--- src/sv/tlsa_pkg.sv ---
// Shared types and constants for the two-level submit admission block.
// No dependencies; imported by tlsa_dp, tlsa_ctrl and the top level.
package tlsa_pkg;

  localparam int LIST_DEPTH  = 16;
  localparam int JOB_ID_BITS = 8;
  localparam int IDX_W       = $clog2(LIST_DEPTH);
  localparam int CNT_W       = $clog2(LIST_DEPTH + 1);

  localparam logic [7:0] DEF_SUBMIT = 8'd5;
  localparam logic [7:0] DEF_JOB    = 8'd100;

  // action codes
  localparam logic [2:0] ACT_REQUEST   = 3'd0;
  localparam logic [2:0] ACT_COMPLETE  = 3'd1;
  localparam logic [2:0] ACT_CANCEL    = 3'd2;
  localparam logic [2:0] ACT_ALREADY   = 3'd3;
  localparam logic [2:0] ACT_REBALANCE = 3'd4;

  // result kinds
  localparam logic [1:0] KIND_ANSWER   = 2'd0;
  localparam logic [1:0] KIND_TO_ALLOW = 2'd1;
  localparam logic [1:0] KIND_TO_PROG  = 2'd2;
  localparam logic [1:0] KIND_DONE     = 2'd3;

  // status codes
  localparam logic [1:0] ST_OK    = 2'd0;
  localparam logic [1:0] ST_FAULT = 2'd1;
  localparam logic [1:0] ST_FULL  = 2'd2;

  // register indexes
  localparam logic CFG_SUBMIT = 1'b0;
  localparam logic CFG_JOB    = 1'b1;

  typedef logic [JOB_ID_BITS-1:0] job_t;
  typedef logic [CNT_W-1:0]       cnt_t;

  typedef enum logic [1:0] {LST_W, LST_A, LST_Q, LST_P} list_t;
  typedef enum logic [1:0] {OP_FIND, OP_REMOVE, OP_POP, OP_APPEND} dp_op_t;
  typedef enum logic [1:0] {JSEL_JOB, JSEL_HOLD, JSEL_ZERO} jsel_t;

  typedef struct packed {
    logic [2:0] action;
    logic [7:0] job_id;
  } in_item_t;

  typedef struct packed {
    logic [1:0] kind;
    logic [7:0] job_out;
    logic       granted;
    logic [1:0] status;
    logic       last;
  } out_item_t;

  typedef struct packed {
    logic       load;
    logic       start;
    dp_op_t     op;
    list_t      sel;
    logic       src_hold;
    logic       emit;
    logic [1:0] kind;
    jsel_t      jsel;
    logic       granted;
    logic [1:0] status;
    logic       last;
  } dp_cmd_t;

  typedef struct packed {
    logic       done;
    logic       found;
    logic [2:0] action;
    logic       w_nonempty;
    logic       q_nonempty;
    logic       a_full;
    logic       w_full;
    logic       q_full;
    logic       p_full;
    logic       a_below;
    logic       p_below;
    logic       out_free;
  } dp_stat_t;

endpackage

--- src/sv/tlsa_dp.sv ---
// Datapath: the four job lists, their counts, limit registers and result register.
// Depends on tlsa_pkg; driven by tlsa_ctrl through dp_cmd_t.
module tlsa_dp
  import tlsa_pkg::*;
(
  input  logic       clk,
  input  logic       rst,
  input  in_item_t   in_data,
  input  logic       out_stall,
  output logic       out_valid,
  output out_item_t  out_data,
  input  logic       cfg_we,
  input  logic       cfg_index,
  input  logic [7:0] cfg_data,
  input  dp_cmd_t    cmd,
  output dp_stat_t   st
);

  job_t wl [LIST_DEPTH];
  job_t al [LIST_DEPTH];
  job_t ql [LIST_DEPTH];
  job_t pl [LIST_DEPTH];
  cnt_t cnt [4];

  logic [7:0] submit_limit;
  logic [7:0] job_limit;
  logic [2:0] action_r;
  job_t       job_r;
  job_t       hold;
  logic       busy;
  dp_op_t     op_r;
  list_t      sel_r;
  logic       src_r;
  cnt_t       ptr;
  cnt_t       idx_r;
  logic       found;
  logic       done;

  cnt_t             raddr;
  logic [IDX_W-1:0] ridx;
  job_t             rd;
  cnt_t             cur_cnt;
  cnt_t             ptr_inc;
  logic             we;
  logic [IDX_W-1:0] widx;
  job_t             wdata;
  job_t             emit_job;
  logic [7:0]       sl;
  logic [7:0]       jl;

  localparam cnt_t DEPTH_C = CNT_W'(LIST_DEPTH);

  assign ptr_inc = ptr + cnt_t'(1);
  assign cur_cnt = cnt[sel_r];

  always_comb begin
    case (op_r)
      OP_REMOVE: raddr = ptr_inc;
      OP_POP:    raddr = '0;
      default:   raddr = ptr;
    endcase
  end
  assign ridx = raddr[IDX_W-1:0];

  always_comb begin
    unique case (sel_r)
      LST_W:   rd = wl[ridx];
      LST_A:   rd = al[ridx];
      LST_Q:   rd = ql[ridx];
      default: rd = pl[ridx];
    endcase
  end

  always_comb begin
    we    = 1'b0;
    widx  = ptr[IDX_W-1:0];
    wdata = rd;
    if (busy && op_r == OP_APPEND && cur_cnt < DEPTH_C) begin
      we    = 1'b1;
      widx  = cur_cnt[IDX_W-1:0];
      wdata = src_r ? hold : job_r;
    end else if (busy && op_r == OP_REMOVE && ptr_inc < cur_cnt) begin
      we = 1'b1;
    end
  end

  always_ff @(posedge clk) begin
    if (we) begin
      unique case (sel_r)
        LST_W:   wl[widx] <= wdata;
        LST_A:   al[widx] <= wdata;
        LST_Q:   ql[widx] <= wdata;
        default: pl[widx] <= wdata;
      endcase
    end
    if (cmd.load) begin
      action_r <= in_data.action;
      job_r    <= JOB_ID_BITS'(in_data.job_id);
    end
    if (!cmd.start && busy && op_r == OP_POP) begin
      hold <= rd;
    end
    if (!cmd.start && busy && op_r == OP_FIND && ptr < cur_cnt && rd == job_r) begin
      idx_r <= ptr;
    end
  end

  always_ff @(posedge clk) begin
    if (rst) begin
      busy         <= 1'b0;
      done         <= 1'b0;
      found        <= 1'b0;
      op_r         <= OP_FIND;
      sel_r        <= LST_W;
      src_r        <= 1'b0;
      ptr          <= '0;
      cnt          <= '{default: '0};
      submit_limit <= DEF_SUBMIT;
      job_limit    <= DEF_JOB;
    end else begin
      done <= 1'b0;
      if (cfg_we) begin
        unique case (cfg_index)
          CFG_SUBMIT: submit_limit <= cfg_data;
          default:    job_limit    <= cfg_data;
        endcase
      end
      if (cmd.start) begin
        busy  <= 1'b1;
        op_r  <= cmd.op;
        sel_r <= cmd.sel;
        src_r <= cmd.src_hold;
        ptr   <= (cmd.op == OP_REMOVE) ? idx_r : '0;
        if (cmd.op == OP_FIND) begin
          found <= 1'b0;
        end
      end else if (busy) begin
        unique case (op_r)
          OP_FIND: begin
            if (ptr < cur_cnt) begin
              if (rd == job_r) begin
                found <= 1'b1;
                busy  <= 1'b0;
                done  <= 1'b1;
              end else begin
                ptr <= ptr_inc;
              end
            end else begin
              busy <= 1'b0;
              done <= 1'b1;
            end
          end
          OP_REMOVE: begin
            if (ptr_inc < cur_cnt) begin
              ptr <= ptr_inc;
            end else begin
              if (cur_cnt != '0) begin
                cnt[sel_r] <= cur_cnt - cnt_t'(1);
              end
              busy <= 1'b0;
              done <= 1'b1;
            end
          end
          OP_POP: begin
            // head captured; shift the rest down from entry zero
            op_r <= OP_REMOVE;
            ptr  <= '0;
          end
          default: begin
            if (cur_cnt < DEPTH_C) begin
              cnt[sel_r] <= cur_cnt + cnt_t'(1);
            end
            busy <= 1'b0;
            done <= 1'b1;
          end
        endcase
      end
    end
  end

  // result register
  always_comb begin
    unique case (cmd.jsel)
      JSEL_JOB:  emit_job = job_r;
      JSEL_HOLD: emit_job = hold;
      default:   emit_job = '0;
    endcase
  end

  always_ff @(posedge clk) begin
    if (rst) begin
      out_valid <= 1'b0;
    end else if (cmd.emit) begin
      out_valid <= 1'b1;
    end else if (!out_stall) begin
      out_valid <= 1'b0;
    end
  end

  always_ff @(posedge clk) begin
    if (cmd.emit) begin
      out_data.kind    <= cmd.kind;
      out_data.job_out <= 8'(emit_job);
      out_data.granted <= cmd.granted;
      out_data.status  <= cmd.status;
      out_data.last    <= cmd.last;
    end
  end

  assign sl = (submit_limit == 8'd0) ? DEF_SUBMIT : submit_limit;
  assign jl = (job_limit == 8'd0) ? DEF_JOB : job_limit;

  always_comb begin
    st.done       = done;
    st.found      = found;
    st.action     = action_r;
    st.w_nonempty = cnt[LST_W] != '0;
    st.q_nonempty = cnt[LST_Q] != '0;
    st.a_full     = cnt[LST_A] >= DEPTH_C;
    st.w_full     = cnt[LST_W] >= DEPTH_C;
    st.q_full     = cnt[LST_Q] >= DEPTH_C;
    st.p_full     = cnt[LST_P] >= DEPTH_C;
    st.a_below    = 8'(cnt[LST_A]) < jl;
    st.p_below    = 8'(cnt[LST_P]) < sl;
    st.out_free   = !out_valid || !out_stall;
  end

endmodule

--- src/sv/tlsa_ctrl.sv ---
// Controller: sequences list operations and result emission for each transaction.
// Depends on tlsa_pkg; commands tlsa_dp.
module tlsa_ctrl
  import tlsa_pkg::*;
(
  input  logic     clk,
  input  logic     rst,
  input  logic     in_valid,
  output logic     in_stall,
  input  dp_stat_t st,
  output dp_cmd_t  cmd
);

  typedef enum logic [5:0] {
    S_IDLE, S_DISPATCH,
    S_RQ_FQ, S_RQ_FP, S_RQ_FW, S_RQ_FA, S_RQ_DEC, S_RQ_APPA, S_RQ_APPX, S_ANS,
    S_CA_FA, S_CA_RA, S_CA_CHKA, S_CA_POPW, S_CA_APPA, S_CA_EMA, S_CA_FW, S_CA_RW,
    S_CO_FP, S_CO_RP, S_CO_CHKP, S_CO_POPQ, S_CO_APPP, S_CO_EMP, S_CO_FQ, S_CO_RQ,
    S_AS_FA, S_AS_APP,
    S_RB_CHKA, S_RB_POPW, S_RB_APPA, S_RB_EMA,
    S_RB_CHKP, S_RB_POPQ, S_RB_APPP, S_RB_EMP,
    S_FIN
  } state_t;

  state_t     state, state_next;
  logic       pend;
  logic       go;
  logic       ans_g, ans_g_next;
  logic [1:0] ans_s, ans_s_next;
  logic       in_al, in_al_next;
  list_t      app_sel, app_sel_next;
  logic [1:0] fin_st, fin_st_next;
  logic       can_pa, can_pp;

  assign go       = pend && st.done;
  assign can_pa   = st.a_below && !st.a_full && st.w_nonempty;
  assign can_pp   = st.p_below && !st.p_full && st.q_nonempty;
  assign in_stall = (state != S_IDLE);

  always_comb begin
    state_next   = state;
    ans_g_next   = ans_g;
    ans_s_next   = ans_s;
    in_al_next   = in_al;
    app_sel_next = app_sel;
    fin_st_next  = fin_st;
    cmd          = '0;
    cmd.op       = OP_FIND;
    cmd.sel      = LST_W;
    cmd.jsel     = JSEL_JOB;

    unique case (state)
      S_IDLE: begin
        if (in_valid) begin
          cmd.load   = 1'b1;
          state_next = S_DISPATCH;
        end
      end
      S_DISPATCH: begin
        fin_st_next = ST_OK;
        case (st.action) inside
          ACT_REQUEST:   state_next = S_RQ_FQ;
          ACT_COMPLETE:  state_next = S_CO_FP;
          ACT_CANCEL:    state_next = S_CA_FA;
          ACT_ALREADY:   state_next = S_AS_FA;
          ACT_REBALANCE: state_next = S_RB_CHKA;
          default:       state_next = S_FIN;
        endcase
      end

      // request
      S_RQ_FQ: begin
        cmd.start = !pend; cmd.op = OP_FIND; cmd.sel = LST_Q;
        if (go) begin
          ans_g_next = 1'b0; ans_s_next = ST_OK;
          state_next = st.found ? S_ANS : S_RQ_FP;
        end
      end
      S_RQ_FP: begin
        cmd.start = !pend; cmd.op = OP_FIND; cmd.sel = LST_P;
        if (go) begin
          ans_g_next = 1'b1; ans_s_next = ST_OK;
          state_next = st.found ? S_ANS : S_RQ_FW;
        end
      end
      S_RQ_FW: begin
        cmd.start = !pend; cmd.op = OP_FIND; cmd.sel = LST_W;
        if (go) begin
          ans_g_next = 1'b0; ans_s_next = ST_OK;
          state_next = st.found ? S_ANS : S_RQ_FA;
        end
      end
      S_RQ_FA: begin
        cmd.start = !pend; cmd.op = OP_FIND; cmd.sel = LST_A;
        if (go) begin
          in_al_next = st.found;
          state_next = S_RQ_DEC;
        end
      end
      S_RQ_DEC: begin
        ans_g_next = 1'b0;
        ans_s_next = ST_OK;
        state_next = S_ANS;
        if (!in_al && st.a_below && st.w_nonempty) begin
          ans_s_next = ST_FAULT;
        end else if (!in_al && !st.a_below) begin
          // at or over the job limit: park in wanted
          if (st.w_full) begin
            ans_s_next = ST_FULL;
          end else begin
            app_sel_next = LST_W;
            state_next   = S_RQ_APPX;
          end
        end else if (st.p_below && st.q_nonempty) begin
          ans_s_next = ST_FAULT;
        end else if (!in_al && st.a_full) begin
          ans_s_next = ST_FULL;
        end else if (st.p_below) begin
          if (st.p_full) begin
            ans_s_next = ST_FULL;
          end else begin
            ans_g_next   = 1'b1;
            app_sel_next = LST_P;
            state_next   = !in_al ? S_RQ_APPA : S_RQ_APPX;
          end
        end else begin
          if (st.q_full) begin
            ans_s_next = ST_FULL;
          end else begin
            app_sel_next = LST_Q;
            state_next   = !in_al ? S_RQ_APPA : S_RQ_APPX;
          end
        end
      end
      S_RQ_APPA: begin
        cmd.start = !pend; cmd.op = OP_APPEND; cmd.sel = LST_A;
        if (go) state_next = S_RQ_APPX;
      end
      S_RQ_APPX: begin
        cmd.start = !pend; cmd.op = OP_APPEND; cmd.sel = app_sel;
        if (go) state_next = S_ANS;
      end
      S_ANS: begin
        cmd.kind = KIND_ANSWER; cmd.granted = ans_g; cmd.status = ans_s; cmd.last = 1'b1;
        if (st.out_free) begin
          cmd.emit   = 1'b1;
          state_next = S_IDLE;
        end
      end

      // cancel: allowed/wanted side, then falls into complete
      S_CA_FA: begin
        cmd.start = !pend; cmd.op = OP_FIND; cmd.sel = LST_A;
        if (go) state_next = st.found ? S_CA_RA : S_CA_FW;
      end
      S_CA_RA: begin
        cmd.start = !pend; cmd.op = OP_REMOVE; cmd.sel = LST_A;
        if (go) state_next = S_CA_CHKA;
      end
      S_CA_CHKA: state_next = can_pa ? S_CA_POPW : S_CO_FP;
      S_CA_POPW: begin
        cmd.start = !pend; cmd.op = OP_POP; cmd.sel = LST_W;
        if (go) state_next = S_CA_APPA;
      end
      S_CA_APPA: begin
        cmd.start = !pend; cmd.op = OP_APPEND; cmd.sel = LST_A; cmd.src_hold = 1'b1;
        if (go) state_next = S_CA_EMA;
      end
      S_CA_EMA: begin
        cmd.kind = KIND_TO_ALLOW; cmd.jsel = JSEL_HOLD;
        if (st.out_free) begin
          cmd.emit   = 1'b1;
          state_next = S_CO_FP;
        end
      end
      S_CA_FW: begin
        cmd.start = !pend; cmd.op = OP_FIND; cmd.sel = LST_W;
        if (go) state_next = st.found ? S_CA_RW : S_CO_FP;
      end
      S_CA_RW: begin
        cmd.start = !pend; cmd.op = OP_REMOVE; cmd.sel = LST_W;
        if (go) state_next = S_CO_FP;
      end

      // complete: in-progress/queued side
      S_CO_FP: begin
        cmd.start = !pend; cmd.op = OP_FIND; cmd.sel = LST_P;
        if (go) state_next = st.found ? S_CO_RP : S_CO_FQ;
      end
      S_CO_RP: begin
        cmd.start = !pend; cmd.op = OP_REMOVE; cmd.sel = LST_P;
        if (go) state_next = S_CO_CHKP;
      end
      S_CO_CHKP: state_next = can_pp ? S_CO_POPQ : S_FIN;
      S_CO_POPQ: begin
        cmd.start = !pend; cmd.op = OP_POP; cmd.sel = LST_Q;
        if (go) state_next = S_CO_APPP;
      end
      S_CO_APPP: begin
        cmd.start = !pend; cmd.op = OP_APPEND; cmd.sel = LST_P; cmd.src_hold = 1'b1;
        if (go) state_next = S_CO_EMP;
      end
      S_CO_EMP: begin
        cmd.kind = KIND_TO_PROG; cmd.jsel = JSEL_HOLD;
        if (st.out_free) begin
          cmd.emit   = 1'b1;
          state_next = S_FIN;
        end
      end
      S_CO_FQ: begin
        cmd.start = !pend; cmd.op = OP_FIND; cmd.sel = LST_Q;
        if (go) state_next = st.found ? S_CO_RQ : S_FIN;
      end
      S_CO_RQ: begin
        cmd.start = !pend; cmd.op = OP_REMOVE; cmd.sel = LST_Q;
        if (go) state_next = S_FIN;
      end

      // already submitted
      S_AS_FA: begin
        cmd.start = !pend; cmd.op = OP_FIND; cmd.sel = LST_A;
        if (go) begin
          if (st.found) begin
            state_next = S_FIN;
          end else if (st.a_full) begin
            fin_st_next = ST_FULL;
            state_next  = S_FIN;
          end else begin
            state_next = S_AS_APP;
          end
        end
      end
      S_AS_APP: begin
        cmd.start = !pend; cmd.op = OP_APPEND; cmd.sel = LST_A;
        if (go) state_next = S_FIN;
      end

      // rebalance
      S_RB_CHKA: state_next = can_pa ? S_RB_POPW : S_RB_CHKP;
      S_RB_POPW: begin
        cmd.start = !pend; cmd.op = OP_POP; cmd.sel = LST_W;
        if (go) state_next = S_RB_APPA;
      end
      S_RB_APPA: begin
        cmd.start = !pend; cmd.op = OP_APPEND; cmd.sel = LST_A; cmd.src_hold = 1'b1;
        if (go) state_next = S_RB_EMA;
      end
      S_RB_EMA: begin
        cmd.kind = KIND_TO_ALLOW; cmd.jsel = JSEL_HOLD;
        if (st.out_free) begin
          cmd.emit   = 1'b1;
          state_next = S_RB_CHKA;
        end
      end
      S_RB_CHKP: state_next = can_pp ? S_RB_POPQ : S_FIN;
      S_RB_POPQ: begin
        cmd.start = !pend; cmd.op = OP_POP; cmd.sel = LST_Q;
        if (go) state_next = S_RB_APPP;
      end
      S_RB_APPP: begin
        cmd.start = !pend; cmd.op = OP_APPEND; cmd.sel = LST_P; cmd.src_hold = 1'b1;
        if (go) state_next = S_RB_EMP;
      end
      S_RB_EMP: begin
        cmd.kind = KIND_TO_PROG; cmd.jsel = JSEL_HOLD;
        if (st.out_free) begin
          cmd.emit   = 1'b1;
          state_next = S_RB_CHKP;
        end
      end

      default: begin
        // done result closes every non-request transaction
        cmd.kind   = KIND_DONE;
        cmd.status = fin_st;
        cmd.last   = 1'b1;
        case (st.action) inside
          ACT_COMPLETE, ACT_CANCEL, ACT_ALREADY: cmd.jsel = JSEL_JOB;
          default:                               cmd.jsel = JSEL_ZERO;
        endcase
        if (st.out_free) begin
          cmd.emit   = 1'b1;
          state_next = S_IDLE;
        end
      end
    endcase
  end

  always_ff @(posedge clk) begin
    if (rst) begin
      state   <= S_IDLE;
      pend    <= 1'b0;
      ans_g   <= 1'b0;
      ans_s   <= ST_OK;
      in_al   <= 1'b0;
      app_sel <= LST_W;
      fin_st  <= ST_OK;
    end else begin
      state   <= state_next;
      ans_g   <= ans_g_next;
      ans_s   <= ans_s_next;
      in_al   <= in_al_next;
      app_sel <= app_sel_next;
      fin_st  <= fin_st_next;
      if (cmd.start) begin
        pend <= 1'b1;
      end else if (st.done) begin
        pend <= 1'b0;
      end
    end
  end

endmodule

--- src/sv/two_level_submit_admission.sv ---
// Top level of the two-level submit admission throttle.
// Depends on tlsa_pkg, tlsa_dp and tlsa_ctrl.
//
//  channel  | handshake             | payload
//  ---------+-----------------------+--------------------------------------
//  in       | in_valid / in_stall   | in_data  (action, job_id)
//  out      | out_valid / out_stall | out_data (kind, job_out, granted,
//           |                       |           status, last)
//  cfg      | cfg_we                | cfg_index, cfg_data
//
// One transaction is worked at a time. Each list search walks one entry per
// cycle, as does each removal shift. Results leave through a single output
// register; a stall there holds the sequencer. Reset is synchronous and
// empties all lists (counts zero) and restores both limits.
module two_level_submit_admission
  import tlsa_pkg::*;
(
  input  logic       clk,
  input  logic       rst,
  input  logic       in_valid,
  output logic       in_stall,
  input  in_item_t   in_data,
  output logic       out_valid,
  input  logic       out_stall,
  output out_item_t  out_data,
  input  logic       cfg_we,
  input  logic       cfg_index,
  input  logic [7:0] cfg_data
);

  dp_cmd_t  cmd;
  dp_stat_t st;

  // sequencer: one state per list operation or result
  tlsa_ctrl u_ctrl (
    .clk      (clk),
    .rst      (rst),
    .in_valid (in_valid),
    .in_stall (in_stall),
    .st       (st),
    .cmd      (cmd)
  );

  // lists, counts, limits and the result register
  tlsa_dp u_dp (
    .clk       (clk),
    .rst       (rst),
    .in_data   (in_data),
    .out_stall (out_stall),
    .out_valid (out_valid),
    .out_data  (out_data),
    .cfg_we    (cfg_we),
    .cfg_index (cfg_index),
    .cfg_data  (cfg_data),
    .cmd       (cmd),
    .st        (st)
  );

endmodule
--- config.mk ---
export PLATFORM = sky130hd
export DESIGN_NAME = two_level_submit_admission
export DESIGN_NICKNAME = d
export VERILOG_FILES = /design/src/sv/tlsa_pkg.sv /design/src/sv/tlsa_dp.sv /design/src/sv/tlsa_ctrl.sv /design/src/sv/two_level_submit_admission.sv
export SDC_FILE = /design/constraint.sdc
export NUM_CORES = 1
export LEC_CHECK = 0
export ABC_CLOCK_PERIOD_IN_PS = 6950
export BUFFER_PORTS_ARGS = -buffer_cell sky130_fd_sc_hd__buf_4
export CAP_MARGIN = 15
export CORE_MARGIN = 1
export CORE_UTILIZATION = 30
export CTS_BUF_LIST = sky130_fd_sc_hd__clkbuf_16
export DETAILED_ROUTE_END_ITERATION = 8
export GPL_TIMING_DRIVEN = 0
export PLACE_DENSITY = 0.49
export SYNTH_ARGS = -nofsm -noshare
export SYNTH_HDL_FRONTEND = slang
export SYNTH_SLANG_ARGS = --single-unit
--- constraint.sdc ---
create_clock -name clk -period 6.95 [get_ports clk]
set_input_delay 1.0425 -clock clk [delete_from_list [all_inputs] [get_ports clk]]
set_output_delay 1.0425 -clock clk [all_outputs]
set_load 0.02 [all_outputs]
==> results of run 1 <==
## routing by layer
metal	part of all wire (%)	GRT usage [%]	vias up
met2	47	40.37	1272
met3	9.3	5.257	274
met1	39	31.40	11084
met5	0.011	0	-
li1	-	-	9301
met4	4.9	11.47	2
## final timing paths
kind                                                     endpoint  depth (start not counted)
worst max-delay path                      u_dp.idx_r[4]$_DFFE_PP_                         16
worst min-delay path            u_dp.submit_limit[6]$_SDFFE_PP0P_                          2
worst max register to register            u_dp.idx_r[4]$_DFFE_PP_                         16
worst min register to register  u_dp.submit_limit[6]$_SDFFE_PP0P_                          2
## logic make-up (layout without fill, tap and decap cells)
group / Yosys count / after routing / share of synthesized area (%)
AND/OR/NAND/NOR: 774 / 774 / 12.75
AO/OA/AOI/OAI: 592 / 592 / 14.29
flip-flops: 614 / 614 / 63.21
multiplexers: 120 / 120 / 5.022
buffers and inverters: 216 / 416 / 3.240
adder cells (fa/ha/maj): 25 / 25 / 1.111
XOR/XNOR: 12 / 12 / 0.3733
## registers in the layout, summed over array words and instances (netlist names), 14 cells and up
signal / count
u_dp.cnt: 20
u_dp.wl: 128
u_dp.out_data: 14
u_dp.ql: 128
u_dp.al: 128
u_dp.pl: 128
## cells in the final DEF (no fill, tap or decap), types with 50 or more instances in the layout
cell / synthesis / layout
edfxtp_1: 550 / 550
nand2_1: 259 / 259
nor2_1: 205 / 204
a21oi_1: 136 / 135
o21ai_0: 99 / 91
clkbuf_1: 94 / 89
mux2i_1: 88 / 88
nand3_1: 75 / 75
clkbuf_16: 0 / 71
a211oi_1: 64 / 64
dfxtp_1: 64 / 64
inv_1: 45 / 59
and3_1: 50 / 50
## timing repair
item                                    in CTS  in global routing
pin swaps                                    0                  0
gates cloned                                 0                  0
gates resized for setup                      7                  2
endpoints found under the setup margin       6                  4
## through the flow
stage	setup TNS, ps	area (µm²)
after floorplan	0	28150
after global placement	-1264640	30010
after detailed placement	-1715	30630
after CTS	0	32860
after global routing	0	32920
final	0	32920
## worst register-to-register path, cell delays in order, from the launching register on
cell and delay, ps:
dfxtp_1 390, inv_1 120, ha_1 450, buf_4 250, a21oi_1 230, a21o_1 110, buf_2 260, buf_2 410
clkdlybuf4s15_1 830, buf_1 760, o22ai_2 410, o2111ai_1 750, nor3_1 120, a221o_1 330, a2111oi_4 420, nand2_1 160
nor3_2 490
## power groups by stage
stage | clock, µW | combinational [µW] | sequential, µW
2_1_floorplan | 0 | 2070 | 5150
3_3_place_gp | 0 | 3870 | 5360
3_5_place_dp | 0 | 4300 | 5030
4_1_cts | 3690 | 4320 | 4950
5_1_grt | 3810 | 4600 | 4960
6_report | 3650 | 4440 | 4950
## area by class of cell
type	count	area, µm²
plain buffers	167	745.7
clock buffers	71	1777
clock inverters	53	432.9
fillers	9095	59440
inverters	48	180.2
multi-input cells	1523	9557
flip-flops and latches	614	17800
well taps	1243	1555
repair buffers	77	874.6
==> results.md, run 1 <==
- CP Capture Type: flip-flop
- Layout area overhead: 16.93%
- R2R setup slack: 110 ps
- Post-CTS Hold Fix Bufs: 0
- Clock power share: 28.0%
- RSZ-0062 raised after global routing: no
- Mapped Cells: 2353
- Pre-CTS setup slack: -310.7 ps
- Clock Sinks: 614
- Psw: 4946 µW
- Critical-path cell list: inv_1 > ha_1 > buf_4 > a21oi_1 > a21o_1 > buf_2 > buf_2 > clkdlybuf4s15_1 > buf_1 > o22ai_2 > o2111ai_1 > nor3_1 > a221o_1 > a2111oi_4 > nand2_1 > nor3_2
- CP Buf/Inv Count: 6
- Residual DRC: 0
- Power Total: 13040 µW
- Combinational fraction of design power: 34.0%
- Worst stage delay on the critical path: 830 ps
- Post-route minimum period: 6839 ps
- Worst slew pin tran: 1350 ps
- Later-pin clock latency in the skew report: 650 ps
- Vias in the first global route: 21140
- Dpl cells: 3667
- Critical Path AT: 7090 ps
- Pleak: 0.01085 µW
- Max-slew violations: 0
- Cts bufs inserted: 70
- Final hold violation count: 0
- Top cell by count, worst path: buf_2
- CTS tree: yes
- Total GRT Usage: 24.78%
- DP HPWL: 83290 µm
- Slew HR: 9.651%
- Initial antenna violation count: 4
- Count of cell types in the netlist: 85
- Top cell type's share of synthesized area: 58.66%
- # IOs: 41
- Worst r2r src: u_dp.op_r[0]$_SDFFE_PP0P_
- Sequential power share: 38.0%
- Cell Area, Synth: 28150 µm²
- Total number of vias: 21933
- Async S/R FF share, synth: 0%
- 1st-iter DRT viols: 2643
- Worst hold path type: flip-flop to flip-flop
- Nets: 2551
- Die area: 95070 µm²
- Synth top cells by count: edfxtp_1 (550), nand2_1 (259), nor2_1 (205)
- RD Place Congestion: 0.9804
- Int Pwr: 8095 µW
- Starting Density: 30.48%
- Final setup fails: 0
- Total gr overflow: 0
- Outcome: complete, no violations
- Port Buf Inserts: 40
- Detailed Routing Iterations Pass 1: 9
- Sequential area share after synthesis: 63.21%
- Max cap viols: 0
- Critical path's top delay family: buffers and inverters
- CTS H-Tree Depth: 3
- Synth Net Count: 2403
- VDD IR max: 0.2497 mV
- Crit Path Max Fanout: 10
- Synth top area cells: edfxtp_1 (59%), dfxtp_1 (4.6%), nand2_1 (3.5%), mux2i_1 (3.1%), nor2_1 (2.7%)
- Critical Path RT: 7200 ps
- Final worst slack: 110.7 ps
- Post-synth EDFFs: 550
- FP Rows: 111
- WS Path Type: flip-flop to flip-flop
- Root Buffer: clkbuf_16
- Util after Layout: 35.64%
- Count leader, synth: edfxtp_1
- Post-CTS Setup Repair Bufs: 0
- Critical-path top delay cell: clkdlybuf4s15_1
- Switching share of power: 37.93%
- Wirelength, routed: 118800 µm
- CP Launch Type: flip-flop
- Syn. warnings: 0
- Hold Crit Start: u_dp.submit_limit[6]$_SDFFE_PP0P_
- Number of routed nets with antenna violations: 0
- Deepest clock path buffer count: 3
- Largest net degree at the start of global routing: 43
- Die height: 308.3 µm
- Max Fclk: 146.2 MHz
- Vias/cell: 5.778
- Fin Hold WS: 457.7 ps
- Final period util: 98.41%
- Clock slew at reported path FFs: 50 ps
- WL/cell: 31.29 µm
- Core ar.: 92360 µm²
- Syn_area_per_cell: 11.96 µm²
- Non-Filler Instances: 3796
- Ant diodes: 0
- Fraction of layout cells with a size suffix above 1: 11.91%
- Die width: 308.3 µm
- Worst Setup SP: u_dp.op_r[0]$_SDFFE_PP0P_
- First-pass GRT wire length: 164400 µm
- Clk_skew: 40.53 ps
- Top_reg_cell synth: edfxtp_1
- Power Density: 396.2 nW/µm²
- Synth area leader: edfxtp_1
- Flops & latches, synth: 614
(Power assumes the default switching activity.)
==> run 2, diff against run 1 <==
--- a/config.mk
+++ b/config.mk
@@ -12,7 +12,6 @@
 export CORE_UTILIZATION = 30
 export CTS_BUF_LIST = sky130_fd_sc_hd__clkbuf_16
 export DETAILED_ROUTE_END_ITERATION = 8
-export GPL_TIMING_DRIVEN = 0
 export PLACE_DENSITY = 0.49
 export SYNTH_ARGS = -nofsm -noshare
 export SYNTH_HDL_FRONTEND = slang
==> run 2 against run 1 <==
Effect of this change: first-iteration DRC count shrank 12%; wire length fell by 19%; clock power is 2% lower; via count fell by 6.0%; largest cell class unchanged; critical path type unchanged; register-to-register slack gained 950 ps; global-route usage is 4.7 points lower; die area unchanged; critical path depth is 2 lower.
==> results.md, run 2 (synthesis results as in run 1) <==
- Total GRT Usage: 20.08%
- Total gr overflow: 0
- Max Fclk: 169.9 MHz
- CTS H-Tree Depth: 3
- Core ar.: 92360 µm²
- Outcome: complete, no violations
- Post-route minimum period: 5886 ps
- Slew HR: 14.42%
- WL/cell: 26.29 µm
- Die area: 95070 µm²
- Fin area: 32370 µm²
- CP Buf/Inv Count: 2
- Clock slew at reported path FFs: 60 ps
- Deepest clock path buffer count: 3
- Int Pwr: 7906 µW
- Root Buffer: clkbuf_16
- Combinational fraction of design power: 30.6%
- Initial antenna violation count: 2
- Critical Path RT: 7190 ps
- DP HPWL: 63780 µm
- CTS tree: yes
- Max-slew violations: 0
- Hold depth: 2
- Residual DRC: 0
- Psw: 4415 µW
- Post-CTS Hold Fix Bufs: 0
- Critical-path top delay cell: ha_2
- Non-Filler Instances: 3680
- FP Rows: 111
- Top cell by count, worst path: a2111o_1
- Clk_skew: 29.00 ps
- CP Capture Type: flip-flop
- Pleak: 0.01065 µW
- Total number of vias: 20627
- Die width: 308.3 µm
- Final hold violation count: 0
- Port Buf Inserts: 40
- Critical path's top delay family: simple AND/OR/NAND/NOR gates
- Nets: 2436
- Most frequent cells in the layout: edfxtp_1 (550), nand2_1 (259), nor2_1 (202), a21oi_1 (135), buf_4 (120)
- CTS resizes: 0
- Power Total: 12320 µW
- R2R setup slack: 1060 ps
- Later-pin clock latency in the skew report: 630 ps
- Post-CTS Setup Repair Bufs: 0
- Worst slew pin tran: 1279 ps
- Layout area overhead: 14.97%
- Number of routed nets with antenna violations: 0
- 1st-iter DRT viols: 2330
- Die height: 308.3 µm
- Worst path depth: 14
- RSZ-0062 raised after global routing: no
- Wirelength, routed: 96730 µm
- Final period util: 84.69%
- Dpl cells: 3557
- Setup TNS: 0 ps
- RD Place Congestion: 0.9146
- Detailed Routing Iterations Pass 1: 6
- Sequential power share: 40.5%
- Most common cell after layout, fill and taps aside: edfxtp_1
- # IOs: 41
- Power Density: 380.6 nW/µm²
- CP Launch Type: flip-flop
- Worst hold path type: flip-flop to flip-flop
- Critical-path cell list: inv_1 > ha_2 > nor2b_1 > nor2_4 > nor2_1 > buf_4 > a2111o_1 > o211ai_1 > o22ai_1 > a2111o_1 > a2111o_1 > a2111oi_4 > nand2_1 > nor3_1
- Fin Hold WS: 465.9 ps
- Starting Density: 30.48%
- Vias/cell: 5.605
- Cell count of the worst reg-to-reg path: 14
- Switching share of power: 35.83%
- WS Path Type: flip-flop to flip-flop
- Vias in the first global route: 19836
- Crit Path Max Fanout: 26
- Cts bufs inserted: 67
- DP Area: 30170 µm²
- Fillers: 9007
- Fraction of layout cells with a size suffix above 1: 12.68%
- Clock power share: 28.9%
- Max cap viols: 0
- Worst stage delay on the critical path: 690 ps
- Clock Sinks: 614
- Largest net degree at the start of global routing: 65
- VDD IR max: 0.2997 mV
- Final setup fails: 0
- Critical Path AT: 6130 ps
- First-pass GRT wire length: 139800 µm
==> run 2: cell types whose count changed in the layout (fill, tap and decap cells not counted), sizes merged <==
cell and change:
buf -18, clkdlybuf4s15 -2, clkbuf -92, clkinv -1, diode +1, inv -4
==> run 2: final timing paths <==
path / startpoint / endpoint
hold reg to reg: u_dp.job_limit[7]$_SDFFE_PP0P_ / u_dp.job_limit[7]$_SDFFE_PP0P_
setup / recovery: u_dp.op_r[0]$_SDFFE_PP0P_ / u_dp.idx_r[1]$_DFFE_PP_
setup reg to reg: u_dp.op_r[0]$_SDFFE_PP0P_ / u_dp.idx_r[1]$_DFFE_PP_
hold / removal: u_dp.job_limit[7]$_SDFFE_PP0P_ / u_dp.job_limit[7]$_SDFFE_PP0P_
==> run 2: layout make-up <==
cell class | instances | area, µm² | share of cell area [%]
clock buffer | 71 | 1777 | 5.489
timing repair buffer | 132 | 1100 | 3.398
multi-input combinational | 1523 | 9574 | 29.58
inverter | 48 | 180.2 | 0.5566
clock inverter | 48 | 381.6 | 1.179
antenna | 1 | 2.502 | 0.007731
sequential | 614 | 17800 | 54.99
tap | 1243 | 1555 | 4.805
==> run 2: worst min-delay path: stages (launching register included) <==
cell	delay, ps
dfxtp_1	310
nand2_1	50
a21oi_1	50
==> run 2: power groups by stage <==
stage | Sequential [µW] | Clock, µW | Combinational (µW)
after floorplan | 5150 | 0 | 2070
after global placement | 5070 | 0 | 3680
after detailed placement | 5070 | 0 | 3730
after CTS | 4990 | 3610 | 3730
after global routing | 5000 | 3750 | 4010
final | 4990 | 3560 | 3770
==> run 2: per-stage QoR <==
step | utilization (%) | setup slack (ps)
after global placement | 32.61 | 1285
after global routing | 35.04 | 751.2
after CTS | 35.00 | 1173
after detailed placement | 32.66 | 1185
after floorplan | - | 1853
final | 35.05 | 1064
==> run 2: per-layer routing <==
layer | part of all wire, % | vias to the layer above | wire [µm] | GRT usage (%)
met5 | 0 | - | 0 | 0
met4 | 2.7 | 0 | 2574 | 5.530
met2 | 47 | 948 | 45030 | 32.11
li1 | - | 9060 | - | -
met3 | 7.7 | 143 | 7479 | 4.240
met1 | 43 | 10476 | 41650 | 27.38
==> run 3, diff against run 2 <==
--- a/config.mk
+++ b/config.mk
@@ -5,7 +5,7 @@
 export SDC_FILE = /design/constraint.sdc
 export NUM_CORES = 1
 export LEC_CHECK = 0
-export ABC_CLOCK_PERIOD_IN_PS = 6950
+export ABC_CLOCK_PERIOD_IN_PS = 6100
 export BUFFER_PORTS_ARGS = -buffer_cell sky130_fd_sc_hd__buf_4
 export CAP_MARGIN = 15
 export CORE_MARGIN = 1
==> constraint.sdc (replaced) <==
create_clock -name clk -period 6.1 [get_ports clk]
set_input_delay 0.915 -clock clk [delete_from_list [all_inputs] [get_ports clk]]
set_output_delay 0.915 -clock clk [all_outputs]
set_load 0.02 [all_outputs]
==> run 3 against run 2 <==
Effect of this change: cell area is 0.62% higher; sequential share of layout area is 0.34 points lower; setup slack worse by 690 ps; register-to-register slack worse by 690 ps; power is 16% higher; largest cell class unchanged; final cell count is 0.46% higher; die area stayed put; wire length is 1.3% lower; highest routed layer unchanged; clock skew is 3.8 ps lower; maximum frequency is 2.8% higher; largest power group unchanged; via count is 0.42% lower; first-iteration DRC count is 9.9% lower.
==> results.md, run 3 (synthesis results as in run 1) <==
- Outcome: complete, no violations
- Area of the multi-input gates: 9579 µm²
- RD Place Congestion: 0.8863
- Pre-CTS setup slack: 546.9 ps
- VDD IR max: 0.2547 mV
- Residual DRC: 0
- CP Capture Type: flip-flop
- WS Path Type: flip-flop to flip-flop
- 1st-iter DRT viols: 2100
- Vias/cell: 5.556
- Core ar.: 92360 µm²
- Largest net degree at the start of global routing: 65
- Fraction of layout cells with a size suffix above 1: 13.20%
- Starting Density: 30.48%
- CTS H-Tree Depth: 3
- # IOs: 41
- RSZ-0062 raised after global routing: no
- Ant diodes: 0
- Max Fclk: 174.6 MHz
- Most frequent cells in the layout: edfxtp_1 (550), nand2_1 (259), nor2_1 (202), a21oi_1 (135), buf_4 (129)
- Util after Layout: 35.27%
- First-pass GRT wire length: 139800 µm
- Met2 global-route usage: 32.44%
- Nets: 2449
- Root Buffer: clkbuf_16
- Vias in the first global route: 19992
- Pleak: 0.01077 µW
- Critical-path cell list: inv_1 > ha_2 > buf_12 > and3_4 > nor2_4 > nor2_1 > buf_4 > a32oi_1 > nand3_1 > nand4b_1 > o21ai_0 > inv_1 > nand2_1 > o21ai_4 > buf_4
- Fin area: 32570 µm²
- Number of routed nets with antenna violations: 0
- CP Launch Type: flip-flop
- Initial antenna violation count: 0
- Total GRT Usage: 19.93%
- Total gr overflow: 0
- Power Total: 14230 µW
- Clk_skew: 25.23 ps
- Wirelength, routed: 95480 µm
- GR Layer Usage met1: 27.29%
- Clock slew at reported path FFs: 70 ps
- Power Density: 437.0 nW/µm²
- Most Crowded Layer GR: met2
- Detailed Routing Iterations Pass 1: 6
- FP Rows: 111
- Reg area: 17800 µm²
- Setup TNS: 0 ps
- Post-route minimum period: 5726 ps
- Final setup fails: 0
- Met3 usage: 2.989%
- Max cap viols: 0
- Most common cell after layout, fill and taps aside: edfxtp_1
- Max-slew violations: 0
- Final period util: 93.88%
- Post-CTS Setup Repair Bufs: 0
- Final hold violation count: 0
- Die width: 308.3 µm
- CP Buf/Inv Count: 5
- Post-CTS Hold Fix Bufs: 0
- Deepest clock path buffer count: 3
- WL/cell: 25.83 µm
- Slew HR: 12.30%
- CTS tree: yes
- Final worst slack: 373.6 ps
- DP Area: 30340 µm²
- Clock Sinks: 614
- Crit Path Max Fanout: 64
- Critical Path AT: 5970 ps
- Critical-path top delay cell: nor2_1
- CTS resizes: 0
- Total number of vias: 20540
- Port Buf Inserts: 40
- Critical Path RT: 6340 ps
- Worst hold path type: input port to flip-flop
- Cts bufs inserted: 68
- Critical path's top delay family: simple AND/OR/NAND/NOR gates
- Later-pin clock latency in the skew report: 640 ps
- DP HPWL: 64550 µm
- Worst stage delay on the critical path: 1060 ps
- Layout area overhead: 15.69%
- Fillers: 9039
- Worst slew pin tran: 1311 ps
- Die area: 95070 µm²
- Die height: 308.3 µm
[run 3: final timing paths]
kind                                                         from                                end  slack [ps]  depth (start not counted)
worst max-delay path                    u_dp.op_r[0]$_SDFFE_PP0P_           u_dp.ql[13][0]$_DFFE_PP_         370                         15
worst min-delay path                                  in_data[10]         u_dp.action_r[2]$_DFFE_PP_         460                          1
worst max register to register          u_dp.op_r[0]$_SDFFE_PP0P_           u_dp.ql[13][0]$_DFFE_PP_         370                         15
worst min register to register  u_dp.submit_limit[6]$_SDFFE_PP0P_  u_dp.submit_limit[6]$_SDFFE_PP0P_         460                          2
[run 3: layout make-up]
cell class,count,share of cell area [%]
inverters,48,0.5532
clock inverters,55,1.448
repair buffers,144,3.788
well taps,1243,4.775
flip-flops and latches,614,54.65
multi-input cells,1523,29.41
clock buffers,70,5.378
[run 3: metal layers]
metal	wire, µm	vias to the layer above
met5	0	-
met4	2519	0
met3	6047	137
met2	45020	883
met1	41900	10430
li1	-	9090
[run 3: power by group]
group | total [µW] | leakage (µW) | switching, µW | internal [µW]
Clock | 4140 | 0.00114 | 1780 | 2360
Combinational | 4430 | 0.00414 | 3210 | 1220
Sequential | 5660 | 0.00549 | 92.5 | 5570
Total | 14200 | 0.0108 | 5080 | 9150
[run 3: through the flow]
stage	std cells	hold slack, ps
2_1_floorplan	2353	431.4
3_3_place_gp	3566	446.4
3_5_place_dp	3571	451.8
4_1_cts	3696	425.4
5_1_grt	3697	436.0
6_report	3697	455.5
